**config.mk**
```make
export PLATFORM = sky130hd
export DESIGN_NAME = svm_front
export DESIGN_NICKNAME = d
export VERILOG_FILES = /design/src/rtl/assert_macros.svh /design/src/rtl/svm_pkg.sv /design/src/rtl/svm_front.sv
export SDC_FILE = /design/constraint.sdc
export NUM_CORES = 2
export LEC_CHECK = 0
export BUFFER_PORTS_ARGS = -buffer_cell sky130_fd_sc_hd__buf_2
export CORE_UTILIZATION = 45
export CTS_BUF_LIST = sky130_fd_sc_hd__clkbuf_8
export DETAILED_ROUTE_END_ITERATION = 10
export PLACE_DENSITY = 0.59
export SYNTH_ARGS = -nofsm -noshare
export SYNTH_HDL_FRONTEND = slang
export SYNTH_SLANG_ARGS = --single-unit
```
**constraint.sdc**
```tcl
create_clock -name clk -period 19.5 [get_ports clk]
set_input_delay 1.95 -clock clk [delete_from_list [all_inputs] [get_ports clk]]
set_output_delay 1.95 -clock clk [all_outputs]
set_load 0.005 [all_outputs]
```
**src/rtl/assert_macros.svh**
```systemverilog
// assertion helpers, empty under synthesis
`ifndef ASSERT_MACROS_SVH
`define ASSERT_MACROS_SVH
`ifndef SYNTHESIS
`define SVM_CHECK(label, prop, msg) \
    label: assert property (@(posedge clk) disable iff (!rst_n) prop) else $error(msg);
`define SVM_IMPLY(label, ante, cons, msg) \
    label: assert property (@(posedge clk) disable iff (!rst_n) (ante) |-> (cons)) \
        else $error(msg);
`else
`define SVM_CHECK(label, prop, msg)
`define SVM_IMPLY(label, ante, cons, msg)
`endif
`endif

```
**src/rtl/svm_pkg.sv**
```systemverilog
`default_nettype none
package svm_pkg;
    localparam int unsigned TIME_BITS = 31;
    localparam int unsigned NUM_BITS = 62;
    localparam int unsigned DIV_STEPS = 31;
    localparam logic [28:0] SQRT3_Q28 = 29'd464943848;
    localparam logic [TIME_BITS-1:0] TIME_MAX = {TIME_BITS{1'b1}};
    localparam logic [30:0] PERIOD_RESET = 31'd65536;

    localparam logic [2:0] SECTOR_1 = 3'd1;
    localparam logic [2:0] SECTOR_2 = 3'd2;
    localparam logic [2:0] SECTOR_3 = 3'd3;
    localparam logic [2:0] SECTOR_4 = 3'd4;
    localparam logic [2:0] SECTOR_5 = 3'd5;
    localparam logic [2:0] SECTOR_6 = 3'd6;

    typedef struct packed {
        logic [2:0]  sector;
        logic [30:0] bus;
    } svm_side_t;

    typedef struct packed {
        svm_side_t             side;
        logic [NUM_BITS-1:0]   num1;
        logic [NUM_BITS-1:0]   num2;
    } svm_front_t;

    typedef struct packed {
        logic                  sat;
        logic [TIME_BITS-1:0]  rem;
        logic [TIME_BITS-1:0]  dvd;
        logic [TIME_BITS-1:0]  quo;
    } svm_lane_t;

    typedef struct packed {
        svm_side_t side;
        svm_lane_t ln1;
        svm_lane_t ln2;
    } svm_div_t;
endpackage
`default_nettype wire

```
**src/rtl/svm_front.sv**
```systemverilog
`default_nettype none
module svm_front import svm_pkg::*; (
    input  wire logic               clk,
    input  wire logic               rst_n,
    input  wire logic               up_valid,
    output logic                    up_ready,
    input  wire logic signed [31:0] alpha,
    input  wire logic signed [31:0] beta,
    input  wire logic [30:0]        bus,
    output logic                    dn_valid,
    input  wire logic               dn_ready,
    output svm_front_t              dn_data
);
    logic               v1_reg, v2_reg, rdy1, rdy2;
    logic signed [31:0] alpha1_reg, beta1_reg;
    logic [30:0]        bus1_reg;
    logic signed [61:0] sa1_reg, sb1_reg;
    logic signed [61:0] sa_next, sb_next;
    svm_front_t         out_reg, out_next;

    logic signed [63:0] sa_w, sb_w, b28_w, a28x3_w, x2_w, y2_w, z2_w, n1_w, n2_w;
    logic signed [33:0] a3_w;

    assign rdy2     = !v2_reg || dn_ready;
    assign rdy1     = !v1_reg || rdy2;
    assign up_ready = rdy1;
    assign dn_valid = v2_reg;
    assign dn_data  = out_reg;

    assign sa_next = alpha * $signed({1'b0, SQRT3_Q28});
    assign sb_next = beta * $signed({1'b0, SQRT3_Q28});

    always_ff @(posedge clk or negedge rst_n)
    begin
        if (!rst_n)
        begin
            v1_reg <= 1'b0;
            v2_reg <= 1'b0;
        end
        else
        begin
            if (rdy1)
                v1_reg <= up_valid;
            if (rdy2)
                v2_reg <= v1_reg;
        end
    end

    always_ff @(posedge clk)
    begin
        if (rdy1)
        begin
            alpha1_reg <= alpha;
            beta1_reg  <= beta;
            bus1_reg   <= bus;
            sa1_reg    <= sa_next;
            sb1_reg    <= sb_next;
        end
        if (rdy2)
            out_reg <= out_next;
    end

    always_comb
    begin
        sa_w    = {{2{sa1_reg[61]}}, sa1_reg};
        sb_w    = {{2{sb1_reg[61]}}, sb1_reg};
        b28_w   = {{4{beta1_reg[31]}}, beta1_reg, 28'd0};
        a3_w    = {{2{alpha1_reg[31]}}, alpha1_reg} + {alpha1_reg[31], alpha1_reg, 1'b0};
        a28x3_w = {{2{a3_w[33]}}, a3_w, 28'd0};
        x2_w    = sb_w <<< 1;
        y2_w    = sb_w + a28x3_w;
        z2_w    = sb_w - a28x3_w;

        out_next.side.bus = bus1_reg;
        if (alpha1_reg == 32'sd0 && beta1_reg == 32'sd0)
            out_next.side.sector = SECTOR_1;
        else if (!beta1_reg[31])
            out_next.side.sector = (b28_w < sa_w) ? SECTOR_1 :
                                   (b28_w > -sa_w) ? SECTOR_2 : SECTOR_3;
        else
            out_next.side.sector = (b28_w > sa_w) ? SECTOR_4 :
                                   (b28_w < -sa_w) ? SECTOR_5 : SECTOR_6;

        case (out_next.side.sector)
            SECTOR_1:
            begin
                n1_w = -z2_w;
                n2_w = x2_w;
            end
            SECTOR_2:
            begin
                n1_w = y2_w;
                n2_w = z2_w;
            end
            SECTOR_3:
            begin
                n1_w = x2_w;
                n2_w = -y2_w;
            end
            SECTOR_4:
            begin
                n1_w = z2_w;
                n2_w = -x2_w;
            end
            SECTOR_5:
            begin
                n1_w = -y2_w;
                n2_w = -z2_w;
            end
            default:
            begin
                n1_w = -x2_w;
                n2_w = y2_w;
            end
        endcase

        // negative dwell clamps to zero
        out_next.num1 = (n1_w <= 64'sd0) ? '0 : n1_w[NUM_BITS-1:0];
        out_next.num2 = (n2_w <= 64'sd0) ? '0 : n2_w[NUM_BITS-1:0];
    end
endmodule
`default_nettype wire

```
* Yosys cells after proc, flatten, opt, wreduce, memory -nomap -nowiden *
Cells that the tools add are included.
Widths: inputs -> output; s select.

storage, ports and cells
  register bits = 373
  output and inout port bits = 160
  logic and storage cells = 46

operators by class
  $add $sub $neg = 7
  multiply operators = 2
  $lt $le $gt $ge = 6
  eq/ne operators = 5
  mux-type cells = 8
  reduce and logical (&&, ||, !) cells = 7

operators by type and width
  operator                number
  $pmux 64 s5             2
  $neg 63->64             3
  $le 64x1->1 const B     2
  $mul 32x27->59 const B  2
  $gt 60x64->1            1
  $logic_not 32->1        2
  $lt 60x64->1            1
  $neg 62->64             1
  $add 62x62->63          1
  $sub 62x62->63          1
  $gt 60x62->1            1
  $lt 60x62->1            1
  $add 32x33->34          1
  $eq 3x2->1 const B      2
  $eq 3x3->1 const B      2
  $mux 2                  3
  $mux 3                  2
  $eq 3x1->1 const B      1
  $logic_not 1->1         2
  $logic_or 1x1->1        2
  $logic_and 1x1->1       1
  $mux 1                  1

* Depth between registers and ports, before layout *
  depth after elaboration = 9
  depth in mapped cells = 34
  depth with buffers taken out = 31

* Worst setup path after synthesis *
OpenSTA, ideal clock, no wires.

  path kind = input port to flip-flop
  start = input alpha[10]
  end = register sa1_reg[61], data pin
  setup time = 0.260 ns
  arrival time = 8.779 ns
  required time = 19.240 ns
  setup slack = 10.461 ns
  stages = 29
  path buffers = 0
  path through = inv_1 -> fa_1 -> inv_1 -> ha_1 -> inv_1 -> fa_1 -> inv_1 -> fa_1 -> fa_1 -> inv_1 -> fa_1 -> inv_1 -> fa_1 -> ha_1 -> a21o_1 -> a21o_1 -> a21oi_1 -> o21ai_0 -> a21oi_1 -> o31a_1 -> o211ai_1 -> o2111ai_1 -> a21oi_1 -> a311oi_1 -> nor2_1 -> a221o_1 -> or4b_2 -> a31oi_1 -> xnor2_1

between the ends
  longest elaborated chain between the ends = 1

RTL lines
  what                  line             source
  from (decl)           svm_front.sv:7   input wire logic signed [31:0] alpha,
  $mul 32x27->59        svm_front.sv:30  assign sa_next = alpha * $signed({1'b0, SQRT3_Q28});
  via sa_next[61]       svm_front.sv:18  logic signed [61:0] sa_next, sb_next;
  to (signal assigned)  svm_front.sv:56  sa1_reg <= sa_next;
  to (decl)             svm_front.sv:17  logic signed [61:0] sa1_reg, sb1_reg;

The timed path passes the listed nets, and every way through them passes these cells.
A chain may end at the register's enable or synchronous reset.

* Worst setup path after layout *
  start = register alpha1_reg[0]
  end = register out_reg (netlist bit dn_data[57]), data pin

between the ends
  longest elaborated chain between the ends = 6

RTL lines
  what                                                                 line              source
  from (decl)                                                          svm_front.sv:15   logic signed [31:0] alpha1_reg, beta1_reg;
  from (signal assigned)                                               svm_front.sv:53   alpha1_reg <= alpha;
  parallel branches: the longest is 4 deep, another holds $neg 63->64  n/a
  $pmux 64 s5 *                                                        svm_front.sv:84   case (out_next.side.sector)
  $le 64x1->1                                                          svm_front.sv:119  out_next.num2 = (n2_w <= 64'sd0) ? '0 : n2_w[NUM_BITS-1:0];
  to (signal assigned)                                                 svm_front.sv:60   out_reg <= out_next;
  to (decl)                                                            svm_front.sv:19   svm_front_t out_reg, out_next;

Mark *: on every way between the ends.

==> impl_metrics.json <==
{
  "multiInputGateArea_mm2": 0.0438,
  "endpoint_kind": "register",
  "drt_first_pass_iters": 8,
  "wl_per_cell_um": 23.1,
  "nNetsFinal": 8236,
  "grt_pass1_wl_mm": 290,
  "ant_nets": 0,
  "critPathBufInv": 5,
  "routed_wl_mm": 192,
  "areaGrowthSynthToFinish_pct": 7.64,
  "avgSynthCellArea_um2": 9.72,
  "async_flop_share_pct": 0.551,
  "grt.overflow.total": 0,
  "slew_violations": 0,
  "drtIter0Drc": 4169,
  "cts_setup_buffers": 0,
  "rsz0062_at_grt": "no",
  "relSlewSlack_pct": 20.8,
  "worstMarginPinSlew_ns": 1.16,
  "grt_pass1_vias": 46700,
  "synth_ff_type": "edfxtp_1",
  "ys_seq_elements": 363,
  "clk_pin_slew_ns": 0.06,
  "htreeDepth": 3,
  "cap_violations": 0,
  "setup_viol": 0,
  "port_buffers": 252,
  "cp_top_family": "simple AND/OR/NAND/NOR gates",
  "hold_violations": 0,
  "clk_path_buf_depth": 3,
  "die_y_um": 370,
  "tritoncts": "yes",
  "period_minus_slack_ns": 10.58,
  "register_area_mm2": 0.0109,
  "synth_cell_type_count": 96,
  "die-area_mm2": 0.137,
  "core_mm2": 0.134,
  "yosys_warnings": 0,
  "path_class": "register to register",
  "antenna_found_initial": 6,
  "place_inst": 8184,
  "status": "complete, no violations",
  "clockRootBuffer": "clkbuf_8",
  "grt_usage_pct": 28.2,
  "drive_gt1_share_pct": 6.80,
  "largest_reg_flops": 152,
  "num_io_pins": 259,
  "seq_area_frac_synth_pct": 17.8,
  "num_vias": 46100,
  "clk_latency_ns": 0.78,
  "vias_per_cell": 5.55,
  "place_congestion": 0.978,
  "synth_edf_count": 361,
  "required_ns": 19.94,
  "remaining_drc_errors": 0,
  "cts_sinks": 363,
  "arrival_ns": 11.03,
  "fin_crit_sh_pct": 54.3,
  "grt_max_degree": 76,
  "tns_ns": 0,
  "die_w_um": 370,
  "netlist_area_mm2": 0.0610,
  "nFillCells": 12800,
  "synthCells": 6279,
  "clock-skew-final_ns": 0.0695,
  "stdcell_count": 8311,
  "hold_class": "register to register",
  "ctsHoldBuffers": 0,
  "fmax_ghz": 0.0945,
  "start_util_pct": 45.6,
  "cp_slowest_stage_delay_ns": 0.79,
  "post-route-util_pct": 49.0,
  "cts_buffers": 69,
  "cp-start-kind": "register",
  "worst-path-max-fanout": 57,
  "place_hpwl_mm": 162,
  "slowest_stage": "nor4b_1",
  "cts_resized": 0,
  "rows": 134
}
==> metrics by stage <==
stage | hold slack, ns | worst slack [ns] | instance area, um2
CTS | 0.392 | 9.11 | 65700
detailed placement | 0.405 | 9.21 | 64200
finish | 0.395 | 8.92 | 65700
floorplan | 0.400 | 10.46 | 61100
global placement | 0.400 | 9.20 | 64200
global route | 0.410 | 8.37 | 65700
==> final cells by class <==
cell class | count | area share, %
timing repair buffer | 291 | 2.37
multi-input combinational | 4222 | 66.6
clock buffer | 71 | 1.49
sequential | 363 | 16.6
inverter | 1540 | 8.80
tap | 1768 | 3.37
clock inverter | 53 | 0.756
antenna | 3 | 0.0114
==> cell families after synthesis <==
group / share of synthesized area [%]
other: 0.00614
AND/OR/NAND/NOR: 8.95
adder cells (fa/ha/maj): 45.6
flip-flops: 17.8
buffers and inverters: 10.6
multiplexers: 0.586
XOR/XNOR: 4.99
AO/OA/AOI/OAI: 11.5
==> layout by cell type (no fill, tap or decap), drive strengths merged, types with 29 or more instances in the layout <==
cell type / netlist / layout
o211ai: 30 / 30
a21oi: 314 / 314
fa: 957 / 957
buf: 35 / 291
clkbuf: 124 / 71
nand2: 244 / 244
o22ai: 29 / 29
a21o: 86 / 86
nor4: 45 / 45
a211oi: 50 / 50
nand3: 71 / 71
a221oi: 47 / 47
and3: 31 / 31
nand4: 42 / 42
inv: 1540 / 1561
o21ai: 226 / 226
xnor2: 262 / 262
edfxtp: 361 / 361
or3: 40 / 40
a22oi: 34 / 34
ha: 693 / 693
nor3: 106 / 106
mux2i: 29 / 29
nor2: 340 / 340
nand2b: 47 / 47
xor2: 86 / 86
==> routing by layer <==
metal	GRT usage [%]	up-vias	part of all wire, %
li1	-	21000	-
met1	39.6	23100	44
met2	44.9	1710	46
met3	3.62	295	6.2
met4	9.61	6	3.6
met5	0	-	0.022
==> synthesized netlist by cell type (all sizes together), types with 28 or more instances <==
cell / number / area share (%)
fa: 957 / 31
and3: 31 / 0.32
o21bai: 28 / 0.35
a211oi: 50 / 0.62
buf: 35 / 0.33
a22oi: 34 / 0.42
nor2: 340 / 2.1
clkbuf: 124 / 0.76
or3: 40 / 0.42
mux2i: 29 / 0.48
o22ai: 29 / 0.30
o211ai: 30 / 0.37
nand3: 71 / 0.58
nand4: 42 / 0.43
a21oi: 314 / 2.6
nand2b: 47 / 0.48
xor2: 86 / 1.2
o21ai: 226 / 1.9
nor4: 45 / 0.51
a21o: 86 / 1.1
ha: 693 / 14
xnor2: 262 / 3.8
nor3: 106 / 0.88
a221oi: 47 / 0.68
inv: 1540 / 9.5
nand2: 244 / 1.5
edfxtp: 361 / 18
==> worst paths after layout <==
path | endpoint | startpoint | cells past startpoint | slack [ns]
worst min register to register | dn_data[148] | bus1_reg[24] | 0 | 0.39
worst min-delay path | dn_data[148] | bus1_reg[24] | 0 | 0.39
min in group asynchronous | v1_reg | rst_n | 1 | 0.98
worst max register to register | dn_data[57] | alpha1_reg[0] | 29 | 8.92
max in group asynchronous | dn_valid | rst_n | 1 | 18.43
worst max-delay path | dn_data[57] | alpha1_reg[0] | 29 | 8.92
Power is left out: the tool's default activity adds up to more than one toggle a clock period on the data nets, which glitch-free logic cannot reach.
