===== src/rtl/assert_macros.svh =====
// assertion helpers, empty under synthesis
`ifndef ASSERT_MACROS_SVH
`define ASSERT_MACROS_SVH
`ifndef SYNTHESIS
`define SVM_CHECK(label, prop, msg) \
    label: assert property (@(posedge clk) disable iff (!rst_n) prop) else $error(msg);
`define SVM_IMPLY(label, ante, cons, msg) \
    label: assert property (@(posedge clk) disable iff (!rst_n) (ante) |-> (cons)) \
        else $error(msg);
`else
`define SVM_CHECK(label, prop, msg)
`define SVM_IMPLY(label, ante, cons, msg)
`endif
`endif


===== src/rtl/svm_pkg.sv =====
`default_nettype none
package svm_pkg;
    localparam int unsigned TIME_BITS = 31;
    localparam int unsigned NUM_BITS = 62;
    localparam int unsigned DIV_STEPS = 31;
    localparam logic [28:0] SQRT3_Q28 = 29'd464943848;
    localparam logic [TIME_BITS-1:0] TIME_MAX = {TIME_BITS{1'b1}};
    localparam logic [30:0] PERIOD_RESET = 31'd65536;

    localparam logic [2:0] SECTOR_1 = 3'd1;
    localparam logic [2:0] SECTOR_2 = 3'd2;
    localparam logic [2:0] SECTOR_3 = 3'd3;
    localparam logic [2:0] SECTOR_4 = 3'd4;
    localparam logic [2:0] SECTOR_5 = 3'd5;
    localparam logic [2:0] SECTOR_6 = 3'd6;

    typedef struct packed {
        logic [2:0]  sector;
        logic [30:0] bus;
    } svm_side_t;

    typedef struct packed {
        svm_side_t             side;
        logic [NUM_BITS-1:0]   num1;
        logic [NUM_BITS-1:0]   num2;
    } svm_front_t;

    typedef struct packed {
        logic                  sat;
        logic [TIME_BITS-1:0]  rem;
        logic [TIME_BITS-1:0]  dvd;
        logic [TIME_BITS-1:0]  quo;
    } svm_lane_t;

    typedef struct packed {
        svm_side_t side;
        svm_lane_t ln1;
        svm_lane_t ln2;
    } svm_div_t;
endpackage
`default_nettype wire


===== src/rtl/svm_map.sv =====
`default_nettype none
module svm_map import svm_pkg::*; (
    input  wire logic        clk,
    input  wire logic        rst_n,
    input  wire logic [30:0] period,
    input  wire logic        up_valid,
    output logic             up_ready,
    input  wire svm_div_t    up_data,
    output logic             dn_valid,
    input  wire logic        dn_ready,
    output logic [2:0]       sector,
    output logic [31:0]      time_u,
    output logic [31:0]      time_v,
    output logic [31:0]      time_w,
    output logic             overmodulated,
    output logic             bus_zero
);
    logic        v_reg, rdy;
    logic [2:0]  sector_reg;
    logic [30:0] tu_reg, tv_reg, tw_reg, tu_next, tv_next, tw_next;
    logic        over_reg, over_next, bz_reg, bz_next;
    logic [30:0] t1_w, t2_w, sum_w, half_w, full_w, mid1_w, mid2_w, left_w;

    function automatic logic [30:0] sat_add(input logic [30:0] a, input logic [30:0] b);
        logic [31:0] s;
        s = {1'b0, a} + {1'b0, b};
        return s[31] ? TIME_MAX : s[30:0];
    endfunction

    assign rdy           = !v_reg || dn_ready;
    assign up_ready      = rdy;
    assign dn_valid      = v_reg;
    assign sector        = sector_reg;
    assign time_u        = {1'b0, tu_reg};
    assign time_v        = {1'b0, tv_reg};
    assign time_w        = {1'b0, tw_reg};
    assign overmodulated = over_reg;
    assign bus_zero      = bz_reg;

    always_comb
    begin
        t1_w   = up_data.ln1.sat ? TIME_MAX : up_data.ln1.quo;
        t2_w   = up_data.ln2.sat ? TIME_MAX : up_data.ln2.quo;
        sum_w  = sat_add(t1_w, t2_w);
        left_w = period - sum_w;
        bz_next = up_data.side.bus == 31'd0;
        over_next = !bz_next && (sum_w > period);
        half_w = (sum_w > period) ? '0 : {1'b0, left_w[30:1]};
        full_w = sat_add(sum_w, half_w);
        mid1_w = sat_add(t1_w, half_w);
        mid2_w = sat_add(t2_w, half_w);

        case (up_data.side.sector)
            SECTOR_1:
            begin
                tu_next = full_w;
                tv_next = mid2_w;
                tw_next = half_w;
            end
            SECTOR_2:
            begin
                tv_next = full_w;
                tu_next = mid1_w;
                tw_next = half_w;
            end
            SECTOR_3:
            begin
                tv_next = full_w;
                tw_next = mid2_w;
                tu_next = half_w;
            end
            SECTOR_4:
            begin
                tw_next = full_w;
                tv_next = mid1_w;
                tu_next = half_w;
            end
            SECTOR_5:
            begin
                tw_next = full_w;
                tu_next = mid2_w;
                tv_next = half_w;
            end
            default:
            begin
                tu_next = full_w;
                tw_next = mid1_w;
                tv_next = half_w;
            end
        endcase

        if (bz_next)
        begin
            tu_next = '0;
            tv_next = '0;
            tw_next = '0;
        end
    end

    always_ff @(posedge clk or negedge rst_n)
    begin
        if (!rst_n)
            v_reg <= 1'b0;
        else if (rdy)
            v_reg <= up_valid;
    end

    always_ff @(posedge clk)
    begin
        if (rdy)
        begin
            sector_reg <= up_data.side.sector;
            tu_reg     <= tu_next;
            tv_reg     <= tv_next;
            tw_reg     <= tw_next;
            over_reg   <= over_next;
            bz_reg     <= bz_next;
        end
    end
endmodule
`default_nettype wire


===== config.mk =====
export PLATFORM = sky130hd
export DESIGN_NAME = svm_map
export DESIGN_NICKNAME = d
export VERILOG_FILES = /design/src/rtl/assert_macros.svh /design/src/rtl/svm_pkg.sv /design/src/rtl/svm_map.sv
export SDC_FILE = /design/constraint.sdc
export NUM_CORES = 1
export LEC_CHECK = 0
export BUFFER_PORTS_ARGS = -buffer_cell sky130_fd_sc_hd__buf_2
export CAP_MARGIN = 40
export CORE_MARGIN = 3
export CORE_UTILIZATION = 57
export CTS_BUF_LIST = sky130_fd_sc_hd__clkbuf_4 sky130_fd_sc_hd__clkbuf_8 sky130_fd_sc_hd__clkbuf_16
export CTS_CLUSTER_DIAMETER = 100
export CTS_CLUSTER_SIZE = 10
export DETAILED_ROUTE_END_ITERATION = 12
export GPL_ROUTABILITY_DRIVEN = 1
export HOLD_SLACK_MARGIN = 0.08
export PLACE_DENSITY = 0.84
export REMOVE_ABC_BUFFERS = 1
export SKIP_LAST_GASP = 1
export SLEW_MARGIN = 15
export SYNTH_ARGS = -nofsm -noshare
export SYNTH_HDL_FRONTEND = slang
export SYNTH_SLANG_ARGS = --single-unit

===== constraint.sdc =====
create_clock -name clk -period 3.4 [get_ports clk]
set_input_delay 0.34 -clock clk [delete_from_list [all_inputs] [get_ports clk]]
set_output_delay 0.34 -clock clk [all_outputs]
set_load 0.1 [all_outputs]

==> results of run 1 <==
cells by family after synthesis:
kind of cell               Yosys count  synth area share (%)
muxes                               12                 0.784
and+or+nand+nor                    683                  21.7
adders and majority gates          147                  12.0
DFF                                 99                  19.0
other                                1                0.0240
xor gates and xnor gates           134                  7.77
AOI/OAI and AO/OA                  773                  33.7
buffers and inverters              206                  5.18
metal layers:
metal | GRT overflow | global-route usage [%]
met5 | 4 | 72.7
met4 | 122 | 90.6
met3 | 38 | 82.5
met2 | 214 | 98.6
met1 | 29 | 88.6
per-stage QoR:
stage	worst slack [ns]	util [%]	std cells
floorplan	-7.09	-	1950
CTS	-5.27	91.7	3368
global placement	-6.89	83.8	3287
detailed placement	-7.60	83.8	3287
what timing repair did:
action,CTS
buffers inserted,64
resized for setup,298
hold endpoints to repair,1
setup endpoints to repair,94
hold buffers,1
pin swaps,130
cloned,3
==> results.txt, run 1 <==
----------------------------------------------------
[Yosys]
  Area contributors post-synth ... sky130_fd_sc_hd__edfxtp_1 19%, sky130_fd_sc_hd__ha_1 11%, sky130_fd_sc_hd__a21oi_1 6.2%
  Leading area contributor after synthesis ... sky130_fd_sc_hd__edfxtp_1
  Post-synthesis cell count ... 2055
  Portion of the post-synthesis area used by sequential elements ... 19.0%
  Number of enable flip-flop cells after synthesis ... 98
  Async set-reset flop share out of synthesis ... 1.01%
  Flip-flop cell with the highest count after synthesis ... sky130_fd_sc_hd__edfxtp_1
  Mean area per synthesized cell ... 7.61 um^2
  Number of distinct library cells after synthesis ... 114
  Yosys warning count ... 0
  Yosys top cell area share ... 18.8%
  Most common cell in the netlist ... sky130_fd_sc_hd__a21oi_1
  Number of storage elements in the synthesis netlist ... 99
  Most common library cells after synthesis ... 193 x sky130_fd_sc_hd__a21oi_1, 190 x sky130_fd_sc_hd__nor2_1, 145 x sky130_fd_sc_hd__nand2_1
  Post-synthesis instance area ... 15600 um^2

[Clock tree]
  Cell at the root of the clock tree ... sky130_fd_sc_hd__clkbuf_16
  Maximum root-to-sink buffer count ... 2
  Number of clock sinks seen by CTS ... 99
  Number of H-tree levels ... 3
  Number of buffers inserted during clock tree synthesis ... 9

[Die]
  Die height ... 172 um
  Starting Density ... 58.0%
  FP Rows ... 60
  Width of the chip ... 172 um
  Number of primary I/O pins ... 360

[Place]
  Final weighted congestion in routability-driven placement ... 1.18
  Number of port buffers ... 232
  Final HPWL from detailed placement ... 64500 um
  Post-Place Cell Area ... 22600 um^2

[Global routing]
  Pin count of the biggest net entering global routing ... 100
  Final global-route overflow total ... 407
  Global-route wire length before repair ... 203000 um
  Overall fraction of global-route tracks in use ... 89.9%
  Number of global-route vias before repair ... 31156

[Run status]
  Error message ... [ERROR GRT-0116] Global routing finished with congestion. Check the congestion regions in the DRC Viewer.
  Halt point of the flow ... global routing
  Outcome ... stopped before the end

----------------------------------------------------
==> run 2, diff against run 1 <==
- CORE_UTILIZATION: 57 -> 40
- CTS_BUF_LIST: sky130_fd_sc_hd__clkbuf_4 sky130_fd_sc_hd__clkbuf_8 sky130_fd_sc_hd__clkbuf_16 -> not set
- CTS_CLUSTER_DIAMETER: 100 -> not set
- CTS_CLUSTER_SIZE: 10 -> not set
- HOLD_SLACK_MARGIN: 0.08 -> not set
- PLACE_DENSITY: 0.84 -> not set
- PLACE_DENSITY_LB_ADDON: not set -> 0.15
==> run 2 against run 1 <==
Effect of this change: the flow now finishes, with violations (negative setup slack); synthesized area stayed put; synthesized cell count stayed put.
==> results.txt, run 2 <==
----------------------------------------------------
[Clock tree]
  Number of clock sinks seen by CTS ... 99 (unchanged)
  Cell at the root of the clock tree ... sky130_fd_sc_hd__clkbuf_16
  Number of H-tree levels ... 3 (unchanged)
  Source-to-sink clock delay at the later pin of the worst-skew pair ... 0.37 ns
  Clock-pin slew of the registers on the worst-case setup and hold paths ... 0.07 ns
  Number of buffers inserted during clock tree synthesis ... 9 (unchanged)
  Maximum root-to-sink buffer count ... 2 (unchanged)
  CTS tree ... built

[Critical path]
  Critical Path Source Type ... input port
  End point of the critical path ... tw_reg[28]$_SDFFCE_PP0P_
  End of the worst register-to-register path ... tu_reg[29]$_SDFFCE_PP0P_
  Cell with the most instances on the worst path ... sky130_fd_sc_hd__o21ai_2
  Peak fanout along the critical path ... 5
  Cell type of the slowest stage on the worst timing path ... sky130_fd_sc_hd__or4_4
  Launching point of the worst reg2reg path ... dn_valid$_DFFE_PN0P_
  CP Capture Type ... flop
  Data required time at the worst endpoint ... 3.48 ns
  R2R depth ... 2
  Longest individual stage delay on the worst path ... 0.53 ns
  WP data arrival ... 9.01 ns
  Crit path launch ... up_data[93]
  Setup CP Type ... in2reg
  Register-to-register setup slack ... 2.07 ns

[Die]
  Core area ... 38100 um^2
  Die height ... 204 um (+19%)
  Width of the chip ... 204 um (+19%)
  Starting Density ... 41.0% (-17 points)
  Number of primary I/O pins ... 360 (unchanged)
  FP Rows ... 71 (+18%)
  Total Die Area ... 41500 um^2

[Drt]
  Mean number of vias per cell ... 5.82
  Routed wirelength normalized by instance count ... 21.9 um
  Sum of routed wire length over all layers ... 79700 um
  Number of vias in the routed layout ... 21214
  Initial DRT Pass Iterations ... 6
  Number of routed nets with antenna violations ... 0
  DR iter-0 viols ... 2325
  Count of unresolved DRC violations after routing ... 0

[Yosys]
  Post-synthesis instance area ... 15600 um^2 (unchanged)
  Most common cell in the netlist ... sky130_fd_sc_hd__a21oi_1
  Leading area contributor after synthesis ... sky130_fd_sc_hd__edfxtp_1
  Number of storage elements in the synthesis netlist ... 99 (unchanged)
  Async set-reset flop share out of synthesis ... 1.01% (unchanged)
  Most common library cells after synthesis ... 193 x sky130_fd_sc_hd__a21oi_1, 190 x sky130_fd_sc_hd__nor2_1, 145 x sky130_fd_sc_hd__nand2_1
  Flip-flop cell with the highest count after synthesis ... sky130_fd_sc_hd__edfxtp_1
  Number of distinct library cells after synthesis ... 114 (unchanged)
  Yosys warning count ... 0 (unchanged)
  Area contributors post-synth ... sky130_fd_sc_hd__edfxtp_1 19%, sky130_fd_sc_hd__ha_1 11%, sky130_fd_sc_hd__a21oi_1 6.2%
  Post-synthesis cell count ... 2055 (unchanged)
  Yosys top cell area share ... 18.8% (unchanged)
  Portion of the post-synthesis area used by sequential elements ... 19.0% (unchanged)
  Number of enable flip-flop cells after synthesis ... 98 (unchanged)
  Mean area per synthesized cell ... 7.61 um^2 (unchanged)

[Global routing]
  Pin count of the biggest net entering global routing ... 100
  Number of global-route vias before repair ... 19861
  Overall fraction of global-route tracks in use ... 36.3%
  Final global-route overflow total ... 0
  Global-route wire length before repair ... 117000 um
  Initial antenna violation count ... 2

[Place]
  Final HPWL from detailed placement ... 62300 um (-3.4%)
  Number of port buffers ... 232 (unchanged)
  Final weighted congestion in routability-driven placement ... 0.995 (-16%)
  Placed cell count ... 3505 (+6.6%)
  Post-Place Cell Area ... 23200 um^2 (+2.9%)

[Finish]
  Fillcell total ... 3118
  Most frequent cells in the layout ... 848 x sky130_fd_sc_hd__buf_4, 231 x sky130_fd_sc_hd__buf_2, 164 x sky130_fd_sc_hd__nor2_1
  Most common cell after layout, fill and taps aside ... sky130_fd_sc_hd__buf_4
  Relative area change from synthesis to final layout ... 70.0%
  FF/Latch Area ... 2970 um^2
  Final layout net count ... 3529
  Combined area of the multi-input logic cells ... 13500 um^2
  Area of all placed cells without fillers ... 26600 um^2
  Fin cells ... 3646
  Ratio of cells with drive above 1 in the final layout ... 49.3%

[Pwr]
  Power density of the placed cells ... 443 nW/um^2
  Overall power ... 11.8 mW
  Static leakage ... 12.6 nW
  Peak supply drop ... 0.303 mV

[Timing]
  Worst hold slack across all endpoints ... 0.191 ns
  Maximum frequency from static timing analysis ... 112 MHz
  Hold Violations, Final ... 0
  Final worst-path cycle share ... 262%
  Headroom to the max-slew limit ... 43.8%
  Unrepaired setup endpoints after global routing ... yes
  Transition time at the pin with the least slew margin ... 0.841 ns
  Time the worst path needs with I/O delays and setup ... 8.92 ns
  Worst-case clock skew ... 0.0198 ns
  Slew Limit Fails ... 0
  Endpoints failing setup ... 94
  Setup ws final ... -5.52 ns

[Run status]
  Outcome ... complete, but fails checks
  Violated checks ... negative setup slack

[Worst hold path]
  Kind of path behind the tightest hold check ... in2reg

[Job]
  Max_cap viols ... 0

----------------------------------------------------
## run 2: cell counts after synthesis
No cell type changed its count.
## run 2: timing repair
| action | 4_1_cts | 5_1_grt |
|---|---|---|
| cloned | 3 | 2 |
| setup endpoints to repair | 94 | 94 |
| hold buffers | 1 | 0 |
| pin swaps | 83 | 146 |
| endpoints found under the hold margin | 1 | 0 |
| setup buffers | 82 | 83 |
| gates resized for setup | 205 | 271 |
## run 2: per-layer routing
layer	GRT usage, %	share of wire, %
met2	54.5	42
met1	52.7	43
met3	4.64	10
met4	14.3	4.7
met5	0	0.028
## run 2: layout make-up
cell class              instances  area share (%)
diodes                          1         0.00941
clock buffers                   9           0.847
clock inverters                 7           0.282
inverters                      99            1.44
multi-input cells            1752            50.9
flip-flops and latches         99            11.2
well taps                     511            2.40
repair buffers               1168            32.9
## run 2: metrics by stage
step	utilization (%)	setup TNS, ns	setup WS, ns
final	69.8	-493.70	-5.52
after global routing	69.8	-525.82	-5.91
after CTS	65.5	-479.31	-5.36
after detailed placement	61.0	-682.69	-7.61
after global placement	61.0	-659.23	-7.22
after floorplan	-	-739.58	-7.09
## run 2: cell families (layout without fill, tap and decap cells)
kind of cell / after synthesis / count (layout) / synth area share, %
xor gates and xnor gates: 134 / 134 / 7.77
adders and majority gates: 147 / 147 / 12.0
and+or+nand+nor: 683 / 683 / 21.7
DFF: 99 / 99 / 19.0
other: 1 / 4 / 0.0240
AOI/OAI and AO/OA: 773 / 773 / 33.7
muxes: 12 / 12 / 0.784
buffers and inverters: 206 / 1283 / 5.18
## run 2: critical path, delay by kind of cell
family	cells	cell delay [ns]
buffers and inverters	5	0.51
AO/OA/AOI/OAI	31	5.19
AND/OR/NAND/NOR	10	2.15
adder cells (fa/ha/maj)	3	0.82
## run 2: worst min path at each step
stage | slack [ns] | startpoint | depth (start not counted) | to
floorplan | 0.04 | rst_n | 0 | dn_valid$_DFFE_PN0P_
global placement | 0.11 | rst_n | 1 | dn_valid$_DFFE_PN0P_
detailed placement | 0.12 | rst_n | 1 | dn_valid$_DFFE_PN0P_
CTS | 0.19 | up_valid | 2 | dn_valid$_DFFE_PN0P_
global route | 0.20 | up_valid | 2 | dn_valid$_DFFE_PN0P_
finish | 0.19 | up_valid | 2 | dn_valid$_DFFE_PN0P_
## run 2: power by group
part	internal, mW	total, mW	leakage [nW]	switching (mW)
Combinational	3.54	8.99	11.4	5.44
Clock	0.577	1.08	0.145	0.505
Sequential	1.66	1.72	0.966	0.0605
Note: power is estimated with default switching activity, not from simulation.
==> run 3, diff against run 2 <==
- clock period: 3.4 -> 8.37 ns (I/O delays scaled with it)
==> run 3 against run 2 <==
Effect of this change: cell count shrank 3.4%; critical endpoint is now tw_reg[27]$_SDFFCE_PP0P_; sequential share of layout area grew 0.81 points; first-iteration DRC count shrank 20%; the flow still finishes with violations (negative setup slack); clock skew down 0.011 ns; count of clock-buffer cells in the layout grew 1; critical path depth up 5; power shrank 62%; worst hold slack gained 0.060 ns; largest power group unchanged; sequential power is 60% lower.
==> results.txt, run 3 (synthesis results as in run 2) <==
----------------------------------------------------
[Global routing]
  Global-route wire length before repair ... 114000 um (-2.4%)
  Number of global-route vias before repair ... 19513 (-1.8%)
  Overall fraction of global-route tracks in use ... 35.2% (-1.0 points)
  Final global-route overflow total ... 0 (unchanged)
  Initial antenna violation count ... 0 (-2)
  Pin count of the biggest net entering global routing ... 68 (-32%)

[Place]
  Final weighted congestion in routability-driven placement ... 1.01 (+1.9%)
  Number of port buffers ... 232 (unchanged)
  Post-Place Cell Area ... 22800 um^2 (-2.1%)
  Final HPWL from detailed placement ... 60500 um (-2.9%)
  Pre-CTS setup slack ... -3.04 ns (+4.57 ns)

[Clock tree]
  CTS tree ... built
  Number of buffers inserted during clock tree synthesis ... 9 (unchanged)
  Number of H-tree levels ... 3 (unchanged)
  Clock-pin slew of the registers on the worst-case setup and hold paths ... 0.07 ns (about the same)
  Cell at the root of the clock tree ... sky130_fd_sc_hd__clkbuf_16
  Number of clock sinks seen by CTS ... 99 (unchanged)
  Maximum root-to-sink buffer count ... 2 (unchanged)
  Source-to-sink clock delay at the later pin of the worst-skew pair ... 0.35 ns (-0.02 ns)

[Timing]
  Unrepaired setup endpoints after global routing ... yes
  Transition time at the pin with the least slew margin ... 1.04 ns (+0.204 ns)
  Worst-case clock skew ... 0.00925 ns (-0.0106 ns)
  Maximum frequency from static timing analysis ... 107 MHz
  Final worst-path cycle share ... 111%
  Hold Violations, Final ... 0 (unchanged)
  Worst hold slack across all endpoints ... 0.251 ns (+0.0604 ns)
  Headroom to the max-slew limit ... 30.4% (-13 points)
  Slew Limit Fails ... 0 (unchanged)
  Endpoints failing setup ... 93 (-1.1%)
  Setup ws final ... -0.944 ns (+4.58 ns)
  Time the worst path needs with I/O delays and setup ... 9.31 ns

[Die]
  FP Rows ... 71 (unchanged)
  Core area ... 38100 um^2 (unchanged)
  Starting Density ... 41.0% (unchanged)
  Die height ... 204 um (unchanged)
  Number of primary I/O pins ... 360 (unchanged)
  Width of the chip ... 204 um (unchanged)
  Total Die Area ... 41500 um^2 (unchanged)

[Drt]
  DR iter-0 viols ... 1866 (-20%)
  Mean number of vias per cell ... 5.84 (+0.46%)
  Count of unresolved DRC violations after routing ... 0 (unchanged)
  Number of routed nets with antenna violations ... 0 (unchanged)
  Met1 wire length ... 34400 um (about the same)
  Routed wirelength normalized by instance count ... 21.5 um (-1.6%)
  Initial DRT Pass Iterations ... 6 (unchanged)
  Number of vias in the routed layout ... 20586 (-3.0%)
  Routed met2 length ... 31600 um (-5.5%)
  Length of routed met3 wiring ... 6650 um (-17%)
  Max Used Layer ... met4
  Sum of routed wire length over all layers ... 75700 um (-5.0%)

[Worst hold path]
  Kind of path behind the tightest hold check ... in2async

[Critical path]
  Peak fanout along the critical path ... 10 (+5)
  Register-to-register setup slack ... 6.74 ns (+4.67 ns)
  Cell type of the slowest stage on the worst timing path ... sky130_fd_sc_hd__or4_4
  R2R depth ... 3 (+1)
  Cell with the most instances on the worst path ... sky130_fd_sc_hd__buf_4
  Critical Path Source Type ... input port
  End of the worst register-to-register path ... tv_reg[20]$_SDFFCE_PP0P_
  Longest individual stage delay on the worst path ... 0.54 ns (about the same)
  Kind of cell adding the most delay to the critical path ... compound AO/OA/AOI/OAI gates
  Setup CP Type ... in2reg
  Buffer and inverter count on the worst path ... 20 (+15)
  Data required time at the worst endpoint ... 8.54 ns (+5.06 ns)
  CP Capture Type ... flop
  WP data arrival ... 9.48 ns (+0.47 ns)
  Launching point of the worst reg2reg path ... dn_valid$_DFFE_PN0P_

[Finish]
  Area of all placed cells without fillers ... 24800 um^2 (-6.8%)
  Relative area change from synthesis to final layout ... 58.5%
  Most common cell after layout, fill and taps aside ... sky130_fd_sc_hd__buf_4
  Ratio of cells with drive above 1 in the final layout ... 45.0% (-4.3 points)
  Most frequent cells in the layout ... 784 x sky130_fd_sc_hd__buf_4, 230 x sky130_fd_sc_hd__buf_2, 168 x sky130_fd_sc_hd__nor2_1
  Antenna diodes ... 0 (-1)
  Fillcell total ... 3417 (+9.6%)
  Final layout net count ... 3406 (-3.5%)
  Combined area of the multi-input logic cells ... 13000 um^2 (-3.9%)
  FF/Latch Area ... 2970 um^2 (unchanged)

[Pwr]
  Static leakage ... 11.7 nW (-6.7%)
  Power density of the placed cells ... 183 nW/um^2 (-59%)
  Overall power ... 4.54 mW (-62%)
  Peak supply drop ... 0.112 mV (-63%)

[Run status]
  Violated checks ... negative setup slack
  Outcome ... complete, but fails checks

[Job]
  Max_cap viols ... 0 (unchanged)

----------------------------------------------------
run 3: cell types whose count changed in the layout (fill, tap and decap cells not counted), sizes merged:
cell	delta
bufbuf	-1
dlygate4sd3	-1
buf	-120
inv	-1
diode	-1
run 3: repair_timing:
| action | CTS | global route |
|---|---|---|
| hold buffers | 0 | 0 |
| hold endpoints to repair | 0 | 0 |
| endpoints found under the setup margin | 93 | 93 |
| pin swaps | 89 | 45 |
| setup buffers | 57 | 8 |
| cloned | 2 | 1 |
| gates resized for setup | 194 | 102 |
run 3: cell type report:
| class | instances | area share [%] |
|---|---|---|
| Sequential cell | 99 | 12.0 |
| Tap cell | 511 | 2.58 |
| Clock buffer | 10 | 0.924 |
| Inverter | 99 | 1.51 |
| Timing Repair Buffer | 1045 | 30.2 |
| Multi-Input combinational cell | 1752 | 52.5 |
| Clock inverter | 6 | 0.262 |
run 3: where the power goes:
| part | leakage [nW] | switching, mW | internal [mW] | total (mW) |
|---|---|---|---|---|
| Clock | 0.143 | 0.180 | 0.232 | 0.412 |
| Combinational | 10.6 | 2.12 | 1.31 | 3.43 |
| Sequential | 0.966 | 0.0217 | 0.672 | 0.694 |
run 3: worst max path at each step:
stage / startpoint / to / depth (start not counted) / slack (ns)
floorplan: up_data[93] / tv_reg[25]$_SDFFCE_PP0P_ / 46 / -2.61
global placement: up_data[93] / tw_reg[22]$_SDFFCE_PP0P_ / 49 / -2.91
detailed placement: up_data[93] / tw_reg[28]$_SDFFCE_PP0P_ / 52 / -3.04
CTS: up_data[187] / tu_reg[30]$_SDFFCE_PP0P_ / 52 / -0.89
global route: up_data[187] / tu_reg[30]$_SDFFCE_PP0P_ / 51 / -1.37
finish: up_data[187] / tw_reg[27]$_SDFFCE_PP0P_ / 54 / -0.94
run 3: stage by stage:
step / cells / utilization, % / setup TNS (ns)
after CTS: 3513 / 63.7 / -56.23
after global routing: 3522 / 65.0 / -102.62
after floorplan: 1950 / - / -210.50
after global placement: 3442 / 59.6 / -235.05
final: 3522 / 65.0 / -67.50
after detailed placement: 3445 / 59.7 / -247.51
run 3: worst reg2reg max path, cell delays in order (launching register included):
cell	delay (ns)
sky130_fd_sc_hd__dfrtp_1	0.40
sky130_fd_sc_hd__nand2b_4	0.29
sky130_fd_sc_hd__buf_4	0.27
sky130_fd_sc_hd__buf_16	0.30
run 3: routing by layer:
metal,vias to the layer above,GRT usage (%)
li1,9632,-
met1,9621,52.9
met2,1143,52.3
met3,190,3.50
met4,0,12.4
met5,-,0
